`src/design/htfc_pkg.sv`:
```
`timescale 1ns / 1ps
// ----------------------------------------------------------------------------
// htfc_pkg: shared types and constants for the sensor frame check and convert
// CRC-8 step function, channel codes and the fixed-point conversion constants.
// ----------------------------------------------------------------------------
package htfc_pkg;

  typedef enum logic {
    CH_TEMP = 1'b0,
    CH_HUM  = 1'b1
  } channel_t;

  localparam int unsigned NUM_LANES = 2;

  localparam logic [7:0]  CRC_POLY    = 8'h31;
  localparam logic [15:0] STATUS_MASK = 16'hFFFC;

  // Lane 0 is temperature, lane 1 is humidity. Offsets are negative and are
  // kept here as magnitudes.
  localparam logic [14:0] GAIN       [NUM_LANES] = '{15'd26813, 15'd19073};
  localparam logic [28:0] OFFSET_MAG [NUM_LANES] = '{29'd468500000, 29'd60000000};

  localparam logic [23:0] SCALE = 24'd10000000;

  // floor(a * RECIP_SCALE / 2^RECIP_SCALE_SHIFT) equals floor(a / SCALE)
  // for every a below 2^31.
  localparam logic [31:0] RECIP_SCALE       = 32'd3602879702;
  localparam int unsigned RECIP_SCALE_SHIFT = 55;

  // Same for division by ten of values below 2^24.
  localparam logic [24:0] RECIP_TEN       = 25'd26843546;
  localparam int unsigned RECIP_TEN_SHIFT = 28;

  function automatic logic [7:0] crc8_byte(input logic [7:0] crc, input logic [7:0] data);
    logic [7:0] c;
    c = crc ^ data;
    for (int i = 0; i < 8; i++) begin
      if (c[7]) begin
        c = {c[6:0], 1'b0} ^ CRC_POLY;
      end else begin
        c = {c[6:0], 1'b0};
      end
    end
    return c;
  endfunction

endpackage

```
`src/design/humidity_temp_frame_check_convert_unit.sv`:
```
`timescale 1ns / 1ps
// ----------------------------------------------------------------------------
// humidity_temp_frame_check_convert_unit
// Checks the CRC-8 of a temperature or humidity frame, keeps the last good
// sample of each channel and reports both as whole units and millionths.
// ----------------------------------------------------------------------------
//  Channel | Direction | Handshake           | Payload
//  in_     | input     | in_valid/in_ready   | channel, byte_high, byte_low, check_byte
//  out_    | output    | out_valid/out_ready | crc_ok, temp/hum whole and millionths
//
// One item per cycle sustained while out_ready lets results leave; each item
// passes through the six register stages of the conversion pipeline.
// Reset clears the stored samples to zero and empties the pipeline.
// Each stage moves on whenever the stage after it is empty or moving, so bubbles
// close up and items are still taken while a result waits, until all are full.
// ----------------------------------------------------------------------------
module humidity_temp_frame_check_convert_unit
  import htfc_pkg::*;
(
  input  logic               clk,
  input  logic               rst_n,
  input  logic               in_valid,
  output logic               in_ready,
  input  logic               in_channel,
  input  logic [7:0]         in_byte_high,
  input  logic [7:0]         in_byte_low,
  input  logic [7:0]         in_check_byte,
  output logic               out_valid,
  input  logic               out_ready,
  output logic               out_crc_ok,
  output logic signed [8:0]  out_temp_whole,
  output logic signed [20:0] out_temp_millionths,
  output logic signed [7:0]  out_hum_whole,
  output logic signed [20:0] out_hum_millionths
);

  localparam int unsigned NSTG = 6;

  // Stage valid bits; the last one is the output register.
  logic [NSTG-1:0] vld_r;
  logic [NSTG-1:0] en;

  // Stage 1: input register.
  logic       ch_r;
  logic [7:0] bh_r, bl_r, ck_r;

  // Stored samples.
  logic [15:0] samp_r   [NUM_LANES];
  logic [15:0] samp_nxt [NUM_LANES];

  // Stage 2: products.
  logic        ok2_r;
  logic [30:0] prod_r   [NUM_LANES];
  logic [30:0] prod_nxt [NUM_LANES];
  logic        ok_nxt;
  logic [7:0]  crc;
  logic [15:0] clean;

  // Stage 3: sign and magnitude.
  logic        ok3_r;
  logic        neg3_r   [NUM_LANES];
  logic [30:0] mag3_r   [NUM_LANES];
  logic        neg_nxt  [NUM_LANES];
  logic [30:0] mag_nxt  [NUM_LANES];
  logic signed [31:0] v [NUM_LANES];

  // Stage 4: quotient.
  logic        ok4_r;
  logic        neg4_r   [NUM_LANES];
  logic [30:0] mag4_r   [NUM_LANES];
  logic [7:0]  quo4_r   [NUM_LANES];
  logic [7:0]  quo_nxt  [NUM_LANES];
  logic [62:0] qprod    [NUM_LANES];

  // Stage 5: remainder.
  logic        ok5_r;
  logic        neg5_r   [NUM_LANES];
  logic [7:0]  quo5_r   [NUM_LANES];
  logic [23:0] rem5_r   [NUM_LANES];
  logic [23:0] rem_nxt  [NUM_LANES];
  logic [31:0] qs       [NUM_LANES];

  // Output stage.
  logic        mprod_ok;
  logic [48:0] mprod    [NUM_LANES];
  logic [8:0]  whole_nxt [NUM_LANES];
  logic [20:0] mil_nxt   [NUM_LANES];
  logic        crc_ok_r;
  logic [8:0]  tw_r;
  logic [20:0] tm_r;
  logic [7:0]  hw_r;
  logic [20:0] hm_r;

  // Ready chain from the output back to the input.
  always_comb begin
    en[NSTG-1] = !vld_r[NSTG-1] || out_ready;
    for (int k = NSTG - 2; k >= 0; k--) begin
      en[k] = !vld_r[k] || en[k+1];
    end
  end

  assign in_ready = en[0];

  always_ff @(posedge clk) begin
    if (!rst_n) begin
      vld_r <= '0;
    end else begin
      if (en[0]) begin
        vld_r[0] <= in_valid;
      end
      for (int k = 1; k < NSTG; k++) begin
        if (en[k]) begin
          vld_r[k] <= vld_r[k-1];
        end
      end
    end
  end

  // Stage 1 logic: CRC check, sample update and the gain products.
  always_comb begin
    crc    = crc8_byte(crc8_byte(8'h00, bh_r), bl_r);
    ok_nxt = (crc == ck_r);
    clean  = {bh_r, bl_r} & STATUS_MASK;
    samp_nxt[0] = (ok_nxt && (ch_r == CH_TEMP)) ? clean : samp_r[0];
    samp_nxt[1] = (ok_nxt && (ch_r == CH_HUM))  ? clean : samp_r[1];
    for (int i = 0; i < NUM_LANES; i++) begin
      prod_nxt[i] = 31'(samp_nxt[i]) * 31'(GAIN[i]);
    end
  end

  // The item updates the stored samples as it leaves stage 1.
  always_ff @(posedge clk) begin
    if (!rst_n) begin
      samp_r[0] <= '0;
      samp_r[1] <= '0;
    end else if (vld_r[0] && en[1]) begin
      samp_r[0] <= samp_nxt[0];
      samp_r[1] <= samp_nxt[1];
    end
  end

  // Stage 2 logic: apply the offset and split off the sign.
  always_comb begin
    for (int i = 0; i < NUM_LANES; i++) begin
      v[i]       = $signed({1'b0, prod_r[i]}) - $signed({3'b000, OFFSET_MAG[i]});
      neg_nxt[i] = v[i][31];
      mag_nxt[i] = neg_nxt[i] ? 31'(-v[i]) : 31'(v[i]);
    end
  end

  // Stage 3 logic: quotient by reciprocal multiplication, exact in range.
  always_comb begin
    for (int i = 0; i < NUM_LANES; i++) begin
      qprod[i]   = 63'(mag3_r[i]) * 63'(RECIP_SCALE);
      quo_nxt[i] = qprod[i][RECIP_SCALE_SHIFT +: 8];
    end
  end

  // Stage 4 logic: remainder of the magnitude; the sign is restored in stage 5.
  always_comb begin
    for (int i = 0; i < NUM_LANES; i++) begin
      qs[i]      = 32'(quo4_r[i]) * 32'(SCALE);
      rem_nxt[i] = 24'(32'(mag4_r[i]) - qs[i]);
    end
  end

  // Stage 5 logic: millionths from the remainder, then restore the sign.
  always_comb begin
    mprod_ok = ok5_r;
    for (int i = 0; i < NUM_LANES; i++) begin
      mprod[i]     = 49'(rem5_r[i]) * 49'(RECIP_TEN);
      whole_nxt[i] = neg5_r[i] ? 9'(-{1'b0, quo5_r[i]}) : {1'b0, quo5_r[i]};
      mil_nxt[i]   = neg5_r[i] ? 21'(-{1'b0, mprod[i][RECIP_TEN_SHIFT +: 20]})
                               : {1'b0, mprod[i][RECIP_TEN_SHIFT +: 20]};
    end
  end

  always_ff @(posedge clk) begin
    if (en[0]) begin
      ch_r <= in_channel;
      bh_r <= in_byte_high;
      bl_r <= in_byte_low;
      ck_r <= in_check_byte;
    end
    if (en[1]) begin
      ok2_r <= ok_nxt;
      for (int i = 0; i < NUM_LANES; i++) begin
        prod_r[i] <= prod_nxt[i];
      end
    end
    if (en[2]) begin
      ok3_r <= ok2_r;
      for (int i = 0; i < NUM_LANES; i++) begin
        neg3_r[i] <= neg_nxt[i];
        mag3_r[i] <= mag_nxt[i];
      end
    end
    if (en[3]) begin
      ok4_r <= ok3_r;
      for (int i = 0; i < NUM_LANES; i++) begin
        neg4_r[i] <= neg3_r[i];
        mag4_r[i] <= mag3_r[i];
        quo4_r[i] <= quo_nxt[i];
      end
    end
    if (en[4]) begin
      ok5_r <= ok4_r;
      for (int i = 0; i < NUM_LANES; i++) begin
        neg5_r[i] <= neg4_r[i];
        quo5_r[i] <= quo4_r[i];
        rem5_r[i] <= rem_nxt[i];
      end
    end
    if (en[5]) begin
      crc_ok_r <= mprod_ok;
      tw_r     <= whole_nxt[0];
      tm_r     <= mil_nxt[0];
      hw_r     <= whole_nxt[1][7:0];
      hm_r     <= mil_nxt[1];
    end
  end

  assign out_valid           = vld_r[NSTG-1];
  assign out_crc_ok          = crc_ok_r;
  assign out_temp_whole      = $signed(tw_r);
  assign out_temp_millionths = $signed(tm_r);
  assign out_hum_whole       = $signed(hw_r);
  assign out_hum_millionths  = $signed(hm_r);

endmodule

```
`config.mk`:
```
export PLATFORM = sky130hd
export DESIGN_NAME = humidity_temp_frame_check_convert_unit
export DESIGN_NICKNAME = d
export VERILOG_FILES = /design/src/design/htfc_pkg.sv /design/src/design/humidity_temp_frame_check_convert_unit.sv
export SDC_FILE = /design/constraint.sdc
export NUM_CORES = 2
export LEC_CHECK = 0
export BUFFER_PORTS_ARGS = -buffer_cell sky130_fd_sc_hd__buf_4
export CORE_UTILIZATION = 65
export CTS_CLUSTER_DIAMETER = 200
export CTS_CLUSTER_SIZE = 24
export DETAILED_ROUTE_END_ITERATION = 12
export PLACE_DENSITY = 0.85
export REMOVE_ABC_BUFFERS = 1
export SLEW_MARGIN = 10
export SYNTH_ARGS = -nofsm -noshare
export SYNTH_HDL_FRONTEND = slang
export SYNTH_SLANG_ARGS = --single-unit
```
`constraint.sdc`:
```
create_clock -name clk -period 16.1 [get_ports clk]
set_clock_uncertainty 0.2 [all_clocks]
set_input_delay 3.22 -clock clk [delete_from_list [all_inputs] [get_ports clk]]
set_output_delay 3.22 -clock clk [all_outputs]
set_load 0.03 [all_outputs]
```
==> impl_metrics.tcl <==
set metrics [dict create \
    cp_data_arrival_time_ns 10.78 \
    reg2reg_depth 36 \
    nets 10700 \
    synth_cell_types 86 \
    crit_required_ns 16.25 \
    setup_viol 0 \
    synthArstFlopShare_pct 0 \
    cts_tree "yes" \
    ys_top_cells_by_area "fa_1, ha_1, edfxtp_1" \
    rsz0062_at_grt "false" \
    synth_top_area_share_pct 38.4 \
    avgSynthCellArea_um2 10.8 \
    grt-ovfl-total 0 \
    viasPerCell 5.69 \
    clk_latency_ns 0.61 \
    cts_root_buffer "clkbuf_16" \
    hold_violations 0 \
    ff2ff_setup_slack_ns 5.47 \
    hold_depth 0 \
    drive_gt1_share_pct 2.30 \
    cp_max_fo 25 \
    grt_max_degree 68 \
    max_slew_margin_pct 27.4 \
    cp.depth 36 \
    yosysTopAreaCell "fa_1" \
    antenna_left 0 \
    coreArea_mm2 0.124 \
    worst_pin_slew_ns 1.09 \
    dp_hpwl_mm 172 \
    cp_num_buf_inv 6 \
    status "complete, no violations" \
    yosysSeqAreaShare_pct 14.1 \
    drc 0 \
    yosys_warnings 0 \
    vias 52900 \
    syn_area_mm2 0.0817 \
    grt_pass1_wl_mm 315 \
    critPathMostFrequentCell "inv_1" \
    ios 91 \
    htreeDepth 1 \
    grt_usage_pct 32.3 \
    crit_slowest_cell "mux2i_1" \
    routedWlPerCell_um 21.0 \
    period_needed_ns 10.63 \
    crit_path_end_kind "flop" \
    rows 129 \
    cts_inserted_buffers 20 \
    slowest_delay_ns 0.78 \
    r2r-start "bh_r[7]" \
    start_kind "flop" \
    clkSinkCount 385 \
    hold_buffers 0 \
    whs_endpoint "rem5_r[0][30]" \
    slew_violations 0 \
    maxCapViolations 0 \
    hold_path_startpoint "mag4_r[0][37]" \
    wl_met1_mm 78.5 \
    cp_top_family "adder cells" \
    path_class "flop to flop" \
    synth_cells 7574 \
    die_y_um 357 \
    dr_wl_met2_mm 93.8 \
    drtIter0Drc 4185 \
    gp_congestion 1.04 \
    start_util_pct 65.8 \
    cts_resized 0 \
    worst_hold_path_type "flop to flop" \
    wl_met3_mm 15.5 \
    clk_pin_slew_ns 0.12 \
    io_buffers 90 \
    die_area_mm2 0.127 \
    drtPass1Iterations 8 \
    fill_cells 8991 \
    synth_edf_count 379 \
    postCtsSetupBuffers 0 \
    cts_buffer_depth 3 \
    r2r-end "prod_r[0][30]" \
    fmax_ghz 0.0941 \
    period_share_pct 66.0 \
    wirelength_mm 196 \
    top_layer_used "met5" \
    die_w_um 357 \
    postSynthRegisterBits 385 \
    final.setup.tns_ns 0 \
    area_delta_synth_final_pct 3.94 \
    grt_pass1_vias 58900 \
    grt_antenna_before_repair 1 \
    synthFlopType "edfxtp_1" \
]
[synthesized netlist by cell type, drive strengths merged (27+ instances only)]
cell	n
o21ai	122
xor2	97
edfxtp	379
a21o	91
nand4	31
nand2b	35
a21oi	196
and3	27
o21a	33
ha	1492
nor3	54
nand3	69
nand2	173
mux2i	27
inv	2356
fa	1569
nor2b	45
nor2	170
xnor2	247
clkbuf	38
[worst max-delay path by stage]
stage	from	endpoint	slack (ns)
final	bh_r[7]	prod_r[0][30]	5.47
after global routing	bh_r[7]	prod_r[0][30]	4.85
after detailed placement	bh_r[7]	prod_r[0][30]	5.53
after global placement	bh_r[7]	prod_r[0][30]	5.70
after CTS	bh_r[7]	prod_r[0][30]	5.48
after floorplan	bh_r[7]	prod_r[0][30]	6.21
[state kept, by name, indices dropped and copies added, names as in the netlist, 8 cells and up]
name,count
bl_r,8
prod_r,62
quo4_r,16
mag4_r,48
quo5_r,16
rem5_r,48
out_temp_millionths,21
bh_r,8
samp_r,32
out_hum_millionths,21
ck_r,8
mag3_r,62
out_temp_whole,9
out_hum_whole,8
[kinds of logic (layout without fill, tap and decap cells)]
| family | after synthesis | in the layout | share of synthesized area (%) |
|---|---|---|---|
| xor gates and xnor gates | 346 | 346 | 3.75 |
| DFF | 385 | 385 | 14.1 |
| AOI/OAI and AO/OA | 650 | 650 | 5.15 |
| other | 0 | 2 | 0 |
| muxes | 41 | 41 | 0.528 |
| adders and majority gates | 3064 | 3064 | 61.3 |
| buffers and inverters | 2400 | 2488 | 11.1 |
| and+or+nand+nor | 688 | 688 | 4.11 |
[metal layers]
| metal | track usage [%] | up-vias |
|---|---|---|
| met5 | 0 | - |
| met4 | 10.9 | 2 |
| met3 | 5.30 | 438 |
| met2 | 54.0 | 2049 |
| met1 | 43.0 | 26700 |
| li1 | - | 23700 |
[through the flow]
step                      cells  setup WS [ns]  utilization, %  area, um^2  hold slack [ns]
after floorplan            7530           6.21               -       81500            0.200
after global placement     9269           5.70            67.9       84300            0.200
after detailed placement   9269           5.53            67.9       84300            0.205
after CTS                  9299           5.48            68.3       84900            0.223
after global routing       9299           4.85            68.3       84900            0.235
final                      9301           5.47            68.3       84900            0.220
[cell usage in the layout, fill, tap and decap left out, types with 31 or more instances in the layout]
cell type	Yosys	layout
nand2b_1	34	34
buf_4	0	102
nand4_1	31	31
nand2_1	172	170
o21a_1	33	33
xnor2_1	246	246
inv_1	2353	2350
xor2_1	97	97
fa_1	1569	1569
ha_1	1492	1492
nor2b_1	45	45
a21o_1	91	91
a21oi_1	196	196
edfxtp_1	379	379
nor3_1	54	54
nor2_1	170	170
nand3_1	69	68
o21ai_0	122	122
[cell type report]
type | instances | area (um^2) | area share, %
clock inverter | 2 | 46.3 | 0.0545
timing repair buffer | 102 | 766 | 0.901
clock buffer | 28 | 541 | 0.636
tap | 1637 | 2050 | 2.41
inverter | 2356 | 8850 | 10.4
multi-input combinational | 4789 | 61200 | 72.0
antenna | 2 | 5.00 | 0.00589
sequential | 385 | 11500 | 13.5
Power is left out: the tool's default activity adds up to more than one toggle a clock period on the data nets, which glitch-free logic cannot reach.
